<file path="src/sv/lgge_pkg.sv">
// Shared types and constants for the life grid generation engine.
package lgge_pkg;

    // Default grid edge length, in rows and in columns.
    localparam int GRID_SIZE_DEF = 16;

    // Widths of the request fields.
    localparam int ROW_INDEX_W = 4;
    localparam int ROW_BITS_W  = 16;

    // Request kinds.
    localparam logic MODE_WRITE = 1'b0;
    localparam logic MODE_STEP  = 1'b1;

    // Neighbour counts of the B3/S23 rule.
    localparam logic [3:0] BIRTH_COUNT   = 4'd3;
    localparam logic [3:0] SURVIVE_COUNT = 4'd2;

    typedef struct packed {
        logic                   mode;
        logic [ROW_INDEX_W-1:0] row_index;
        logic [ROW_BITS_W-1:0]  row_bits;
    } in_req_t;

    typedef struct packed {
        logic [ROW_INDEX_W-1:0] row_index_res;
        logic [ROW_BITS_W-1:0]  row_bits_res;
        logic                   last;
    } out_req_t;

endpackage

</file>
<file path="src/sv/lgge_ram.sv">
// Generic single-write, single-read RAM with a registered read port.
module lgge_ram #(
    parameter int WIDTH = 16,
    parameter int DEPTH = 16
) (
    input  logic                     clk,
    input  logic                     wr_en,
    input  logic [$clog2(DEPTH)-1:0] wr_addr,
    input  logic [WIDTH-1:0]         wr_data,
    input  logic                     rd_en,
    input  logic [$clog2(DEPTH)-1:0] rd_addr,
    output logic [WIDTH-1:0]         rd_data
);

    logic [WIDTH-1:0] mem_reg [DEPTH];

    always_ff @(posedge clk)
    begin
        if (wr_en)
        begin
            mem_reg[wr_addr] <= wr_data;
        end
    end

    // The read data holds its value while no read is issued.
    always_ff @(posedge clk)
    begin
        if (rd_en)
        begin
            rd_data <= mem_reg[rd_addr];
        end
    end

endmodule

</file>
<file path="src/sv/life_grid_generation_engine_unit.sv">
// Top level of the life grid generation engine: grid store, row window and sweep sequencer.
//
// This block holds a GRID_SIZE by GRID_SIZE grid of one-bit sites and advances it by
// Conway's rule B3/S23, with everything outside the grid counted as dead, so the edges
// do not wrap. A request with mode set to write loads one row (bit n is column n) and
// produces no result; a write to a row index at or beyond GRID_SIZE is ignored, and bits
// above column GRID_SIZE-1 are dropped. A request with mode set to step computes the next
// generation from the old grid only, stores it, and emits GRID_SIZE result requests in
// row order, the final one carrying last. The grid lives in a single RAM with one write
// and one registered read port; a sliding window of three rows (above, current, below)
// feeds one row-wide rule unit that produces a whole new row per cycle while results
// are taken. A step first primes the window from the RAM with rows 0 and 1, then one
// row leaves per cycle when results are taken as they appear, bounded by the single RAM
// read per row. Back-pressure on the result side stalls the sweep row by row. The block
// takes no new request until the sweep has issued its last row, but a finished result
// may still wait in the output register while the next request is accepted. After reset
// the grid reads as all dead at once: every row has a valid bit that reset clears, so
// there is no clearing pass.
module life_grid_generation_engine_unit #(
    parameter int GRID_SIZE = lgge_pkg::GRID_SIZE_DEF
) (
    input  logic               clk,
    input  logic               rst_n,
    input  logic               in_valid,
    output logic               in_ready,
    input  lgge_pkg::in_req_t  in_req,
    output logic               out_valid,
    input  logic               out_ready,
    output lgge_pkg::out_req_t out_req
);

    import lgge_pkg::*;

    // Width of a row and of a row address.
    localparam int GW = GRID_SIZE;
    localparam int IW = $clog2(GRID_SIZE);

    // Sequencer states.
    localparam logic [1:0] ST_IDLE  = 2'd0;
    localparam logic [1:0] ST_PRIME = 2'd1;
    localparam logic [1:0] ST_SWEEP = 2'd2;

    logic [1:0]    state_reg, state_next;
    logic [IW-1:0] row_reg;
    logic [GW-1:0] row_vld_reg;
    logic          rd_vld_reg;
    logic [GW-1:0] above_reg;
    logic [GW-1:0] here_reg;
    logic          out_valid_reg;
    out_req_t      out_req_reg;

    // RAM connections.
    logic          wr_en;
    logic [IW-1:0] wr_addr;
    logic [GW-1:0] wr_data;
    logic          rd_en;
    logic [IW-1:0] rd_addr;
    logic [GW-1:0] rd_data;

    // Sweep control.
    logic          in_take;
    logic          advance;
    logic          final_row;
    logic [GW-1:0] rd_row;
    logic [GW-1:0] below;
    logic [GW-1:0] fresh;

    // Write request decoding. Both the index and the grid size are brought to eight bits,
    // which covers every legal grid size, before the range check.
    logic [7:0]         wr_idx_ext;
    logic               wr_in_range;
    logic [GW+15:0]     in_bits_ext;
    logic [GW+15:0]     fresh_ext;
    logic [IW+3:0]      row_ext;

    assign in_take     = in_valid && in_ready;
    assign wr_idx_ext  = {4'b0, in_req.row_index};
    assign wr_in_range = wr_idx_ext < 8'(GRID_SIZE);
    assign in_bits_ext = {{GW{1'b0}}, in_req.row_bits};

    // A row read from the RAM counts only if that row has been written since reset.
    assign rd_row    = rd_data & {GW{rd_vld_reg}};
    assign final_row = row_reg == IW'(GRID_SIZE - 1);
    assign below     = final_row ? '0 : rd_row;

    // The sweep moves on by one row whenever the output register is free or being emptied.
    assign advance = (state_reg == ST_SWEEP) && (!out_valid_reg || out_ready);

    // Rule unit: one lane per column, each counting its eight neighbours in the old rows.
    logic [GW+1:0] above_pad;
    logic [GW+1:0] here_pad;
    logic [GW+1:0] below_pad;

    assign above_pad = {1'b0, above_reg, 1'b0};
    assign here_pad  = {1'b0, here_reg, 1'b0};
    assign below_pad = {1'b0, below, 1'b0};

    for (genvar c = 0; c < GW; c++)
    begin : g_lane
        logic [3:0] nbr;
        assign nbr = 4'(above_pad[c]) + 4'(above_pad[c+1]) + 4'(above_pad[c+2])
                   + 4'(here_pad[c])                        + 4'(here_pad[c+2])
                   + 4'(below_pad[c]) + 4'(below_pad[c+1]) + 4'(below_pad[c+2]);
        assign fresh[c] = (nbr == BIRTH_COUNT) || (here_pad[c+1] && nbr == SURVIVE_COUNT);
    end

    assign fresh_ext = {16'b0, fresh};
    assign row_ext   = {4'b0, row_reg};

    // RAM port selection: the sweep owns the write port while it runs, the input otherwise.
    always_comb
    begin
        wr_en   = 1'b0;
        wr_addr = row_reg;
        wr_data = fresh;
        rd_en   = 1'b0;
        rd_addr = '0;
        case (state_reg)
            ST_IDLE:
            begin
                wr_en   = in_take && (in_req.mode == MODE_WRITE) && wr_in_range;
                wr_addr = wr_idx_ext[IW-1:0];
                wr_data = in_bits_ext[GW-1:0];
                rd_en   = in_take && (in_req.mode == MODE_STEP);
                rd_addr = '0;
            end
            ST_PRIME:
            begin
                rd_en   = 1'b1;
                rd_addr = IW'(1);
            end
            ST_SWEEP:
            begin
                wr_en   = advance;
                // The read for the next below row, while there is one left to read.
                rd_en   = advance && (row_reg < IW'(GRID_SIZE - 2));
                rd_addr = IW'(row_reg + IW'(2));
            end
            default:
            begin
                wr_en = 1'b0;
                rd_en = 1'b0;
            end
        endcase
    end

    always_comb
    begin
        state_next = state_reg;
        case (state_reg)
            ST_IDLE:
            begin
                if (in_take && in_req.mode == MODE_STEP)
                begin
                    state_next = ST_PRIME;
                end
            end
            ST_PRIME:
            begin
                state_next = ST_SWEEP;
            end
            ST_SWEEP:
            begin
                if (advance && final_row)
                begin
                    state_next = ST_IDLE;
                end
            end
            default:
            begin
                state_next = ST_IDLE;
            end
        endcase
    end

    always_ff @(posedge clk or negedge rst_n)
    begin
        if (!rst_n)
        begin
            state_reg     <= ST_IDLE;
            row_reg       <= '0;
            row_vld_reg   <= '0;
            rd_vld_reg    <= 1'b0;
            out_valid_reg <= 1'b0;
        end
        else
        begin
            state_reg <= state_next;
            if (wr_en)
            begin
                row_vld_reg[wr_addr] <= 1'b1;
            end
            if (rd_en)
            begin
                rd_vld_reg <= row_vld_reg[rd_addr];
            end
            if (state_reg == ST_PRIME)
            begin
                row_reg <= '0;
            end
            else if (advance && !final_row)
            begin
                row_reg <= row_reg + IW'(1);
            end
            if (advance)
            begin
                out_valid_reg <= 1'b1;
            end
            else if (out_ready)
            begin
                out_valid_reg <= 1'b0;
            end
        end
    end

    // Row window and output payload.
    always_ff @(posedge clk)
    begin
        if (state_reg == ST_PRIME)
        begin
            above_reg <= '0;
            here_reg  <= rd_row;
        end
        else if (advance)
        begin
            above_reg <= here_reg;
            here_reg  <= below;
        end
        if (advance)
        begin
            out_req_reg.row_index_res <= row_ext[3:0];
            out_req_reg.row_bits_res  <= fresh_ext[15:0];
            out_req_reg.last          <= final_row;
        end
    end

    lgge_ram #(
        .WIDTH (GW),
        .DEPTH (GRID_SIZE)
    ) u_grid (
        .clk     (clk),
        .wr_en   (wr_en),
        .wr_addr (wr_addr),
        .wr_data (wr_data),
        .rd_en   (rd_en),
        .rd_addr (rd_addr),
        .rd_data (rd_data)
    );

    assign in_ready  = state_reg == ST_IDLE;
    assign out_valid = out_valid_reg;
    assign out_req   = out_req_reg;

endmodule

</file>
<file path="config.mk">
export PLATFORM = sky130hd
export DESIGN_NAME = life_grid_generation_engine_unit
export DESIGN_NICKNAME = d
export VERILOG_FILES = /design/src/sv/lgge_pkg.sv /design/src/sv/lgge_ram.sv /design/src/sv/life_grid_generation_engine_unit.sv
export SDC_FILE = /design/constraint.sdc
export NUM_CORES = 1
export LEC_CHECK = 0
export BUFFER_PORTS_ARGS = -buffer_cell sky130_fd_sc_hd__buf_4
export CORE_MARGIN = 3
export CORE_UTILIZATION = 36
export DETAILED_ROUTE_END_ITERATION = 10
export MAX_ROUTING_LAYER = met4
export SETUP_SLACK_MARGIN = 0.5
export SLEW_MARGIN = 40
export SYNTH_ARGS = -nofsm -noshare
export SYNTH_HDL_FRONTEND = slang
export SYNTH_HIERARCHICAL = 1
export SYNTH_SLANG_ARGS = --single-unit
</file>
<file path="constraint.sdc">
create_clock -name clk -period 5.1 [get_ports clk]
set_clock_uncertainty 0.15 [all_clocks]
set_input_delay 0.255 -clock clk [delete_from_list [all_inputs] [get_ports clk]]
set_output_delay 0.255 -clock clk [all_outputs]
set_load 0.01 [all_outputs]
</file>
* Yosys cells after proc, flatten, opt, wreduce, memory -nomap -nowiden
Memories as Yosys holds them, arrays and structs flattened. A register that Yosys moved wholly into a read port is not among the register bits.
Index checks and enable logic that the tools add are counted.
** Storage, ports and cells
- Bits in writable memories :: 256
- Memories kept :: 1
- Word-level logic and storage cells :: 233
- Input port bits :: 25
- Flip-flop bits (word level) :: 77
** Memories
- u_grid.mem_reg :: words 16, width 16, read ports 1, clocked after Yosys merged registers in 1, write ports 1, RTL line lgge_ram.sv:15 : logic [WIDTH-1:0] mem_reg [DEPTH];
** Cells by class
- $add $sub $neg :: 107
- Equality and inequality tests :: 37
- Mux-type cells :: 21
- Order comparisons :: 5
- Reduce and logical (&&, ||, !) cells :: 49
- Bitwise operators :: 3
** Operators with widths (number)
- adder 4 x 1 -> 4 bit :: 60
- equality test 4 x 2 -> 1 bit, second input constant :: 32
- 2-to-1 mux 16 bit :: 4
- adder 3 x 1 -> 4 bit :: 15
- adder 2 x 1 -> 3 bit :: 15
- adder 1 x 1 -> 2 bit :: 15
- logical AND 1 bit :: 25
- logical OR 1 bit :: 17
- bitwise AND 16 bit :: 1
- OR 16 bit :: 1
- < comparator 4 x 5 -> 1 bit, second input constant :: 3
- 2-to-1 mux 4 bit :: 3
- one-hot mux 4 bit (2 select lines) :: 1
- 2-to-1 mux 1 bit :: 6
- one-hot mux 2 bit (3 select lines) :: 1
- nonzero test 2 bit :: 3
- adder 4 x 1 -> 4 bit, second input constant :: 1
- adder 4 x 2 -> 4 bit, second input constant :: 1
- binary-select mux 1 bit (select 4 bit) :: 1
- demux 1 bit (select 4 bit) :: 1
- equality test 4 bit, second input constant :: 1
- >= comparator 4 x 1 -> 1 bit, second input constant :: 1
- < comparator 4 bit, second input constant :: 1
- 2-to-1 mux 2 bit :: 2
- 9 further kinds :: 11

* Depth between registers and ports, before layout
Gate-level depths: netlist of run 1.
- Depth in word-level cells :: 11
- Depth in mapped cells :: 14

* By module
The synthesis of run 1 kept the hierarchy.
** Modules (own cells, without submodules)
- lgge_ram :: area each 10202.3 um2, seq. area each 8167.8 um2, times used 1, cells each 432
- life_grid_generation_engine_unit :: area each 5899.4 um2, seq. area each 2031.9 um2, times used 1, cells each 569

* Least setup slack after synthesis of run 1
Ideal clock, no wire load.
- Path kind :: register to register
- Start :: register row_reg[0]
- End :: memory u_grid.mem_reg[0][12], data pin
- Period minus slack after synthesis :: 4112 ps
- Slack :: 988 ps
- Data required time :: 4665 ps
- Buffers on the path :: 1
- Library setup time :: 285 ps
- Arrival :: 3677 ps
- Cell stages (with the launch flop) :: 13
- Cells stage by stage :: dfrtp_1 ha_1 nand3_1 clkbuf_1 nand3_1 fa_1 fa_1 inv_1 ha_1 fa_1 and3_1 o221a_2 mux2_2
** On the way
- Word-level cells in the longest chain between the ends :: 9
- Elaborated cells on any way between the ends :: 10
- Classes of those cells :: add/sub (3); eq/ne (3); mux (2); reduce/logical (2)
** Ends and longest elaborated chain
- from (decl) :: RTL line life_grid_generation_engine_unit.sv:44 : logic [IW-1:0] row_reg;
- from (signal assigned) :: RTL line life_grid_generation_engine_unit.sv:203 : row_reg <= row_reg + IW'(1);
- equality test 4 bit * :: RTL line life_grid_generation_engine_unit.sv:83 : assign final_row = row_reg == IW'(GRID_SIZE - 1);
- 2-to-1 mux 16 bit * :: RTL line life_grid_generation_engine_unit.sv:84 : assign below = final_row ? '0 : rd_row;
- adder 4 x 1 -> 4 bit (2 in a row) :: RTL line life_grid_generation_engine_unit.sv:103 : + 4'(below_pad[c]) + 4'(below_pad[c+1]) + 4'(below_pad[c+2]);
- adder 4 x 1 -> 4 bit * :: RTL line life_grid_generation_engine_unit.sv:103
- equality test 4 x 2 -> 1 bit :: RTL line life_grid_generation_engine_unit.sv:104 : assign fresh[c] = (nbr == BIRTH_COUNT) || (here_pad[c+1] && nbr == SURVIVE_COUNT);
- logical AND 1 bit :: RTL line life_grid_generation_engine_unit.sv:104
- logical OR 1 bit * :: RTL line life_grid_generation_engine_unit.sv:104
- net fresh[12] :: RTL line life_grid_generation_engine_unit.sv:66 : logic [GW-1:0] fresh;
- 2-to-1 mux 16 bit * :: RTL line life_grid_generation_engine_unit.sv:118 : case (state_reg)
- net wr_data[12] :: RTL line life_grid_generation_engine_unit.sv:55 : logic [GW-1:0] wr_data;
- to (decl) :: RTL line lgge_ram.sv:15
The timed path passes the listed nets; every way through them passes the cells marked *.

* Worst setup path after layout of run 1
- Start :: register row_reg[0]
- End :: memory u_grid.mem_reg[7][1], data pin
The elaborated chain is that of the path after synthesis.

==> run metrics, run 1 <==
core area 43600 sq um; top-count cell post-synth edfxtp_1; pre-CTS setup slack just under 600 ps; largest net degree at the start of global routing 43; boundary pin count 48; Post-Syn Area per Cell 16.1 sq um; element type at the critical path end register; ys async rst share 0.0688; static leakage between 6 and 7 nW; dominant delay contributor by cell family on the critical path adder cells; number of synthesized flops with an enable pin roughly 310; vias in the first global route 9087; logic gate share of total power 0.434; design area 18600 sq um; Pins Over Slew Limit 0; Worst Path Required ~5300 ps; FF-to-FF setup slack 770 ps; Worst R2R End u_grid/mem_reg[7][1]; startpoint types register; switching share of total power 0.363; die area ~47000 sq um; minimum hold slack around 27 ps; Power Internal between 8 and 9 mW; Rel. slew slack 0.459; Worst Slack Setup Final between 700 and 800 ps; Yosys warnings 6; NetSw 4.87 mW; fillers 3849; final hold vios 0; Die Ht 217 um; post-synthesis cell area between 15000 and 20000 sq um; Slowest-stage cell, CP fa_1; Primary FF master, synth edfxtp_1; Yosys reg bits ~350; Clock Power Share 0.195; Reg power frac 0.372; RSZ-0062 raised after global routing no; final WL ~35 mm; Fmax achieved 231 MHz; total gr overflow 0; port bufs 47; Largest register FFs ~260; hpwl dp 22.4 mm; Crit path largest cell delay ~530 ps; FP Rows 76; worst path cell trace ha_1 > nand3_2 > buf_6 > nand3_1 > fa_1 > inv_1 > fa_1 > inv_1 > fa_1 > fa_1 > nor3_1 > mux2i_1 > a211oi_2 > mux2_4; final worst-path cycle share 0.848; worst min path class in -> async; VDD IR max 0.000354 V; Root Buffer Master clkbuf_16; first-pass GRT wire length ~55 mm; # diodes 0; Yosys cell types 47; Worst Path Max Fanout 13; dpl cell area roughly 17000 sq um; outcome completed; cell mode on critical path fa_1; post-synth top area share 0.576; GRT Total Usage 0.158; Setup violations, final 0; htree depth 2; Routed Antenna Nets 0; Max-Cap Viols 0; DR WL/cell just over 20 um; # nets final approximately 1200; top cells by area, synth edfxtp_1 58%, mux4_2 7.7%, fa_1 7.5%; post-DR vias/cell just over 5; reg2reg path depth 14; R2R Path Start row_reg[0]; post-synth top area cell edfxtp_1; gpl congestion slightly below 0.8; critical path class reg -> reg; Final min period roughly 4300 ps; die span in x 217 um; Via Count around 8600; PD cells between 700 and 800 nW/um^2; clk slew on worst S/H paths 60 ps; Initial Utilization 0.369; Seq/Total Area, Yosys 0.633; clk sinks ~350; Buffers & Inverters on Critical Path 3; TritonRoute pass-1 iters 4; Slew @ Worst Pin around 810 ps; Sum Neg Setup Slack 0 ps; DR DRC count 0; CP arrival between 4000 and 5000 ps; Skew-Pair Late Insertion Delay 530 ps; CTS buffer count 36; clock buffer depth 3; CTS tree yes; Synth Instances ~1000; layout cells sized above 1 0.215; initial antenna violation count 0; Layout area overhead 15.4%; syn_nets between 1000 and 1500; initial drt markers 630; synth cell count leaders 309 x edfxtp_1, 102 x inv_1, 82 x nand2_1, 60 x fa_1, 55 x mux4_2
## worst max path at each step
stage	startpoint	end	slack, ps	cells past startpoint
floorplan	row_reg[0]	u_grid/mem_reg[0][12]	990	12
global placement	row_reg[1]	u_grid/mem_reg[2][1]	740	15
detailed placement	row_reg[0]	u_grid/mem_reg[4][1]	590	14
CTS	row_reg[0]	u_grid/mem_reg[4][1]	550	14
global route	row_reg[0]	u_grid/mem_reg[12][1]	510	14
finish	row_reg[0]	u_grid/mem_reg[7][1]	770	14
## cells by family after synthesis
| kind of cell | after synthesis | share of synthesized area |
|---|---|---|
| simple gates | 191 | 0.0523 |
| compound gates | 116 | 0.0513 |
| xor+xnor | 3 | 0.00163 |
| buf+inv | 140 | 0.0364 |
| fa+ha+maj | 110 | 0.113 |
| flops | 349 | 0.633 |
| mux | 92 | 0.112 |
## per-layer routing
layer  routed length (um)  track usage
met5                    0            -
met4                  629       0.0365
met3                 1660       0.0240
met2                17800        0.266
met1                15200        0.204
## power by group through the flow
stage,Sequential (mW),Clock [mW],Combinational (mW)
final,4.99,2.61,5.82
after global routing,5.04,2.79,6.63
after CTS,4.99,2.67,5.82
after detailed placement,5.05,0,5.77
after global placement,5.04,0,5.61
after floorplan,5.00,0,4.05
## final cells by class
class	instances	area (sq um)	share of cell area
Clock buffer	42	965	0.0519
Inverter	103	390	0.0210
Multi-Input combinational cell	513	5400	0.291
Timing Repair Buffer	84	682	0.0367
Tap cell	585	732	0.0394
Clock inverter	24	216	0.0116
Sequential cell	349	10200	0.549
## layout by cell type, fill, tap and decap left out, types with 4 or more instances in the layout
cell,n
nor2_1,37
clkinv_2,7
fa_1,60
mux2i_1,8
nor2_2,11
mux2_2,18
a21oi_1,33
dlygate4sd3_1,9
o21ai_0,10
nor2b_1,5
mux4_1,10
mux4_2,55
buf_4,72
nand3_1,27
a21o_1,14
ha_1,50
nor3_2,4
nand2b_1,5
and3_1,5
o221a_2,4
inv_1,99
clkinv_1,7
a22oi_1,32
dfxtp_1,16
clkinvlp_4,4
nand2_1,82
clkbuf_16,37
edfxtp_1,309
dfrtp_1,24
o211a_1,9
o21bai_1,4
## per-stage QoR
step	utilization	power [mW]	std cells
finish	0.426	13.4	1700
detailed placement	0.396	10.8	1623
global route	0.426	14.5	1700
floorplan	-	9.05	1001
CTS	0.425	13.5	1697
global placement	0.396	10.6	1623
## what timing repair did
action,in CTS,in global routing
hold endpoints to repair,30,3
hold buffers,8,1
resized for setup,0,5
buffers inserted,0,1
setup endpoints to repair,0,32
No activity file was read; power rests on OpenSTA's default activity.
==> inputs of run 2 (changes only) <==
clock period = 3.9 ns   (was 5.1 ns; I/O delays follow)
==> run 2 against run 1 <==
Compared with the run above:
- combinational power rose by 67%
- routed wire length up 11%
- register-to-register slack got worse by 670 ps
- critical path type unchanged
- largest power group unchanged
==> run metrics, run 2 (same netlist as run 1, synthesis figures left out) <==
CP arrival 3900 ps (-650 ps); reg2reg path depth 12 (-2); layout cells sized above 1 0.306 (+0.0908); initial antenna violation count 0 (unchanged); GRT Total Usage 0.172 (+0.0137); dpl cell area 17600 sq um (+2.1%); gpl congestion 0.798 (+0.44%); post-DR vias/cell 5.18 (+2.5%); clk slew on worst S/H paths 60 ps (about the same); CTS tree yes; worst hold stages 2; VDD IR max 0.000686 V (+93%); FF-to-FF setup slack 110 ps (-670 ps); FP Rows 76 (unchanged); Skew-Pair Late Insertion Delay 530 ps (about the same); boundary pin count 48 (unchanged); TritonRoute pass-1 iters 5 (+1); core area 43600 sq um (unchanged); design area 19700 sq um (+5.8%); Final min period 3790 ps (-534 ps); port bufs 47 (unchanged); DR WL/cell 22.1 um (+6.3%); htree depth 2 (unchanged); Initial Utilization 0.369 (unchanged); R2R Path Start row_reg[1]; Layout area overhead 22.1%; Rel. slew slack 0.401 (-0.0584); Pins Over Slew Limit 0 (unchanged); Design Power 19.7 mW (+46%); PD cells 1000 nW/um^2 (+38%); Slew @ Worst Pin 899 ps (+88.5 ps); Routed Antenna Nets 0 (unchanged); final hold vios 0 (unchanged); non-filler instance count after layout 1768 (+4.0%); final worst-path cycle share 0.972 (+0.124); static leakage 7.33 nW (+5.0%); Die Ht 217 um (unchanged); fillers 3741 (-2.8%); Worst Path Max Fanout 8 (-5); most common cell after layout, fill and taps aside edfxtp_1; Worst Path Required 4010 ps (-1310 ps); CTS buffer count 36 (unchanged); RSZ-0062 raised after global routing yes; die area 47300 sq um (unchanged); Via Count 9150 (+6.6%); Largest register FFs 256 (unchanged); Worst R2R End u_grid/mem_reg[8][1]; Worst Slack Setup Final 107 ps (-666 ps); hpwl dp 22.7 mm (+1.7%); worst min path class in -> reg; Fmax achieved 264 MHz (+14%); die span in x 217 um (unchanged); startpoint types register; vias in the first global route 9655 (+6.3%); outcome completed; element type at the critical path end register; # diodes 0 (unchanged); final WL 39.1 mm (+11%); Hold Crit Start in_req[15]; most frequent cells in the layout 309 x edfxtp_1, 109 x buf_4, 83 x inv_1, 82 x nand2_1, 55 x mux4_2; critical path class reg -> reg; dpl cells 1636 (+0.80%); clock buffer depth 3 (unchanged); initial drt markers 865 (+37%); Max-Cap Viols 0 (unchanged); largest net degree at the start of global routing 43 (unchanged); Setup violations, final 0 (unchanged); clk sinks 349 (unchanged); minimum hold slack 114 ps (+87.1 ps); Sum Neg Setup Slack 0 ps (unchanged); first-pass GRT wire length 59.2 mm (+8.2%); hold path endpoint u_grid/mem_reg[10][15]; pre-CTS setup slack 48.2 ps (-543 ps); total gr overflow 0 (unchanged); Final Util 0.450 (+0.0245); DR DRC count 0 (unchanged); Root Buffer Master clkbuf_16; # nets final 1290 (+5.6%)
==> run 2: changes by cell type in the layout (fill, tap and decap cells not counted), moves of 15 or more <==
cell	delta
buf_4	+37
inv_1	-16
inv_2	+15
mux2_4	+21
nand3_1	-15
==> run 2: what timing repair did <==
action                     in CTS  in global routing
cloned                          9                  3
hold endpoints to repair      234                  0
hold buffers                   23                  0
gates resized for setup        53                 21
buffers inserted               20                 11
pin swaps                      21                  9
setup endpoints to repair     235                254
==> run 2: worst max path at each step <==
stage	startpoint	end	slack (ps)	cells past startpoint
3_5_place_dp	row_reg[1]	u_grid/mem_reg[13][1]	50	13
6_report	row_reg[1]	u_grid/mem_reg[8][1]	110	12
4_1_cts	row_reg[1]	u_grid/mem_reg[11][1]	110	12
3_3_place_gp	row_reg[1]	u_grid/mem_reg[14][1]	100	13
5_1_grt	row_reg[1]	u_grid/mem_reg[14][1]	-40	14
2_1_floorplan	row_reg[0]	u_grid/mem_reg[0][3]	280	13
==> run 2: layer usage <==
metal	track usage	vias to the layer above	wire (um)
met5	-	-	0
met4	0.0398	0	692
met3	0.0322	47	2530
met2	0.280	282	19300
met1	0.225	4752	16500
li1	-	4069	-
==> run 2: worst max-delay path, cell delays in order (launching register included) <==
cell	delay, ps
dfrtp_2	420
ha_4	170
nand3_4	170
nand3_4	100
fa_1	510
inv_2	40
fa_1	510
inv_2	40
fa_2	340
fa_2	540
a211oi_2	40
buf_4	160
mux2_4	320
==> run 2: power by group <==
group	internal [mW]	leakage (nW)	total, mW	switching [mW]
Combinational	4.17	3.54	9.74	5.57
Sequential	6.22	3.25	6.57	0.352
Clock	1.91	0.545	3.34	1.43
==> run 2: layout make-up <==
class	count	area, sq um	share of cell area
Clock buffer	46	970	0.0493
Clock inverter	20	166	0.00846
Inverter	103	395	0.0201
Multi-Input combinational cell	523	5960	0.303
Sequential cell	349	10200	0.519
Tap cell	585	732	0.0372
Timing Repair Buffer	142	1220	0.0622
==> inputs of run 3 (changes only) <==
BUFFER_PORTS_ARGS = default   (was -buffer_cell sky130_fd_sc_hd__buf_4)
CTS_CLUSTER_DIAMETER = 120   (was default)
DONT_BUFFER_PORTS = 1   (was default)
==> run 3 against run 2 <==
Compared with the run above:
- routed wire length decreased by 1.5%
- register-to-register slack got worse by 20 ps
- critical path depth increased by 2
- final cell count decreased by 0.45%
- via count increased by 0.62%
==> run metrics, run 3 (same netlist as run 1, synthesis figures left out) <==
clk sinks 349 (unchanged); Final min period 3810 ps (+15.4 ps); Worst Path Required 4010 ps (about the same); core area 43600 sq um (unchanged); FF-to-FF setup slack 90 ps (-20 ps); Slew @ Worst Pin 741 ps (-158 ps); Root Buffer Master clkbuf_16; worst path cell trace ha_4 > nand3_4 > buf_4 > buf_8 > nand3_4 > fa_1 > fa_1 > inv_2 > ha_4 > fa_2 > nand3_2 > o21ai_1 > o211a_1 > mux2_2; R2R Path Start row_reg[1]; final worst-path cycle share 0.976 (+0.00395); port bufs 0 (-100%); worst min path class in -> async; layout cells sized above 1 0.327 (+0.0205); Via Count 9207 (+0.62%); initial antenna violation count 3 (+3); Fmax achieved 263 MHz (-0.40%); Crit path largest cell delay 520 ps (-20 ps); RSZ-0062 raised after global routing yes; Buffers & Inverters on Critical Path 3 (unchanged); element type at the critical path end register; # nets final 1279 (-0.85%); DR DRC count 0 (unchanged); outcome completed; total gr overflow 0 (unchanged); minimum hold slack 27.2 ps (-86.7 ps); most frequent cells in the layout 309 x edfxtp_1, 92 x buf_4, 82 x nand2_1, 74 x inv_1, 55 x mux4_2; vias in the first global route 9325 (-3.4%); CTS tree yes; die area 47300 sq um (unchanged); dominant delay contributor by cell family on the critical path adder cells; largest net degree at the start of global routing 55 (+28%); Setup violations, final 0 (unchanged); Max-Cap Viols 0 (unchanged); boundary pin count 48 (unchanged); clk slew on worst S/H paths 60 ps (about the same); final WL 38.5 mm (-1.5%); htree depth 2 (unchanged); Slowest-stage cell, CP fa_1; die span in x 217 um (unchanged); TritonRoute pass-1 iters 5 (unchanged); clock buffer depth 3 (unchanged); most common cell after layout, fill and taps aside edfxtp_1; Pins Over Slew Limit 0 (unchanged); initial drt markers 808 (-6.6%); gpl congestion 0.777 (-2.7%); Sum Neg Setup Slack 0 ps (unchanged); Routed Antenna Nets 0 (unchanged); Layout area overhead 22.6%; Skew-Pair Late Insertion Delay 540 ps (about the same); GRT Total Usage 0.168 (-0.00357); post-DR vias/cell 5.23 (+1.1%); Die Ht 217 um (unchanged); final hold vios 0 (unchanged); Worst Path Max Fanout 8 (unchanged); first-pass GRT wire length 58.1 mm (-1.9%); Worst R2R End u_grid/mem_reg[6][8]; Initial Utilization 0.369 (unchanged); CP arrival 3920 ps (+20 ps); critical path class reg -> reg; CTS buffer count 37 (+2.8%); FP Rows 76 (unchanged); DR WL/cell 21.9 um (-1.0%); reg2reg path depth 14 (+2); Rel. slew slack 0.504 (+0.103); startpoint types register; Largest register FFs 256 (unchanged); hpwl dp 23.0 mm (+1.1%)
[run 3: cell count changes in the layout (fill, tap and decap cells not counted), moves of 4 or more]
cell / change
inv_2: +10
buf_4: -17
o21ai_0: -5
ha_4: +4
inv_1: -9
clkinv_1: -6
[run 3: cell type report]
class | instances | area [sq um]
Clock buffer | 45 | 956
Fill cell | 3740 | 23900
Clock inverter | 23 | 230
Tap cell | 585 | 732
Sequential cell | 349 | 10200
Inverter | 103 | 399
Timing Repair Buffer | 129 | 1140
Multi-Input combinational cell | 524 | 6060
Antenna cell | 2 | 5.00
[run 3: worst max-delay path by stage]
stage	startpoint	to	slack (ps)	cells after the start
after floorplan	row_reg[0]	u_grid/mem_reg[0][3]	280	13
after global placement	row_reg[1]	u_grid/mem_reg[14][13]	50	12
after detailed placement	row_reg[1]	u_grid/mem_reg[6][1]	20	13
after CTS	row_reg[1]	u_grid/mem_reg[3][1]	110	12
after global routing	row_reg[1]	u_grid/mem_reg[6][8]	0.2	14
final	row_reg[1]	u_grid/mem_reg[6][8]	90	14
[run 3: worst reg2reg max path, stage by stage (launching register included)]
cell and delay [ps]:
dfrtp_2 420, ha_4 180, nand3_4 140, buf_4 150, buf_8 120, nand3_4 100, fa_1 520, fa_1 510
inv_2 50, ha_4 160, fa_2 350, nand3_2 80, o21ai_1 60, o211a_1 190, mux2_2 370
[run 3: repair_timing]
| item | 4_1_cts | 5_1_grt |
|---|---|---|
| cloned | 10 | 2 |
| pin swaps | 26 | 20 |
| hold buffers | 24 | 0 |
| endpoints found under the setup margin | 253 | 269 |
| gates resized for setup | 68 | 46 |
| endpoints found under the hold margin | 264 | 0 |
| buffers inserted | 34 | 24 |
[run 3: through the flow]
| step | setup WS (ps) | area [sq um] | util | std cells |
|---|---|---|---|---|
| after CTS | 115 | 19400 | 0.444 | 1732 |
| after floorplan | 277 | 16400 | - | 1001 |
| after global routing | 0.175 | 19700 | 0.452 | 1760 |
| after global placement | 51.2 | 17300 | 0.397 | 1596 |
| final | 92.1 | 19700 | 0.452 | 1760 |
| after detailed placement | 16.9 | 17300 | 0.397 | 1596 |
[run 3: metal layers]
layer	share of wire	vias to the layer above	global-route usage	wire length, um
met5	0	-	-	0
met2	0.49	264	0.274	18800
met4	0.016	0	0.0370	612
met1	0.44	4846	0.227	17000
met3	0.052	44	0.0235	2020
li1	-	4053	-	-
Power of run 3 is left out: the tool's default activity adds up to more than one toggle a clock period on the data nets, which glitch-free logic cannot reach.
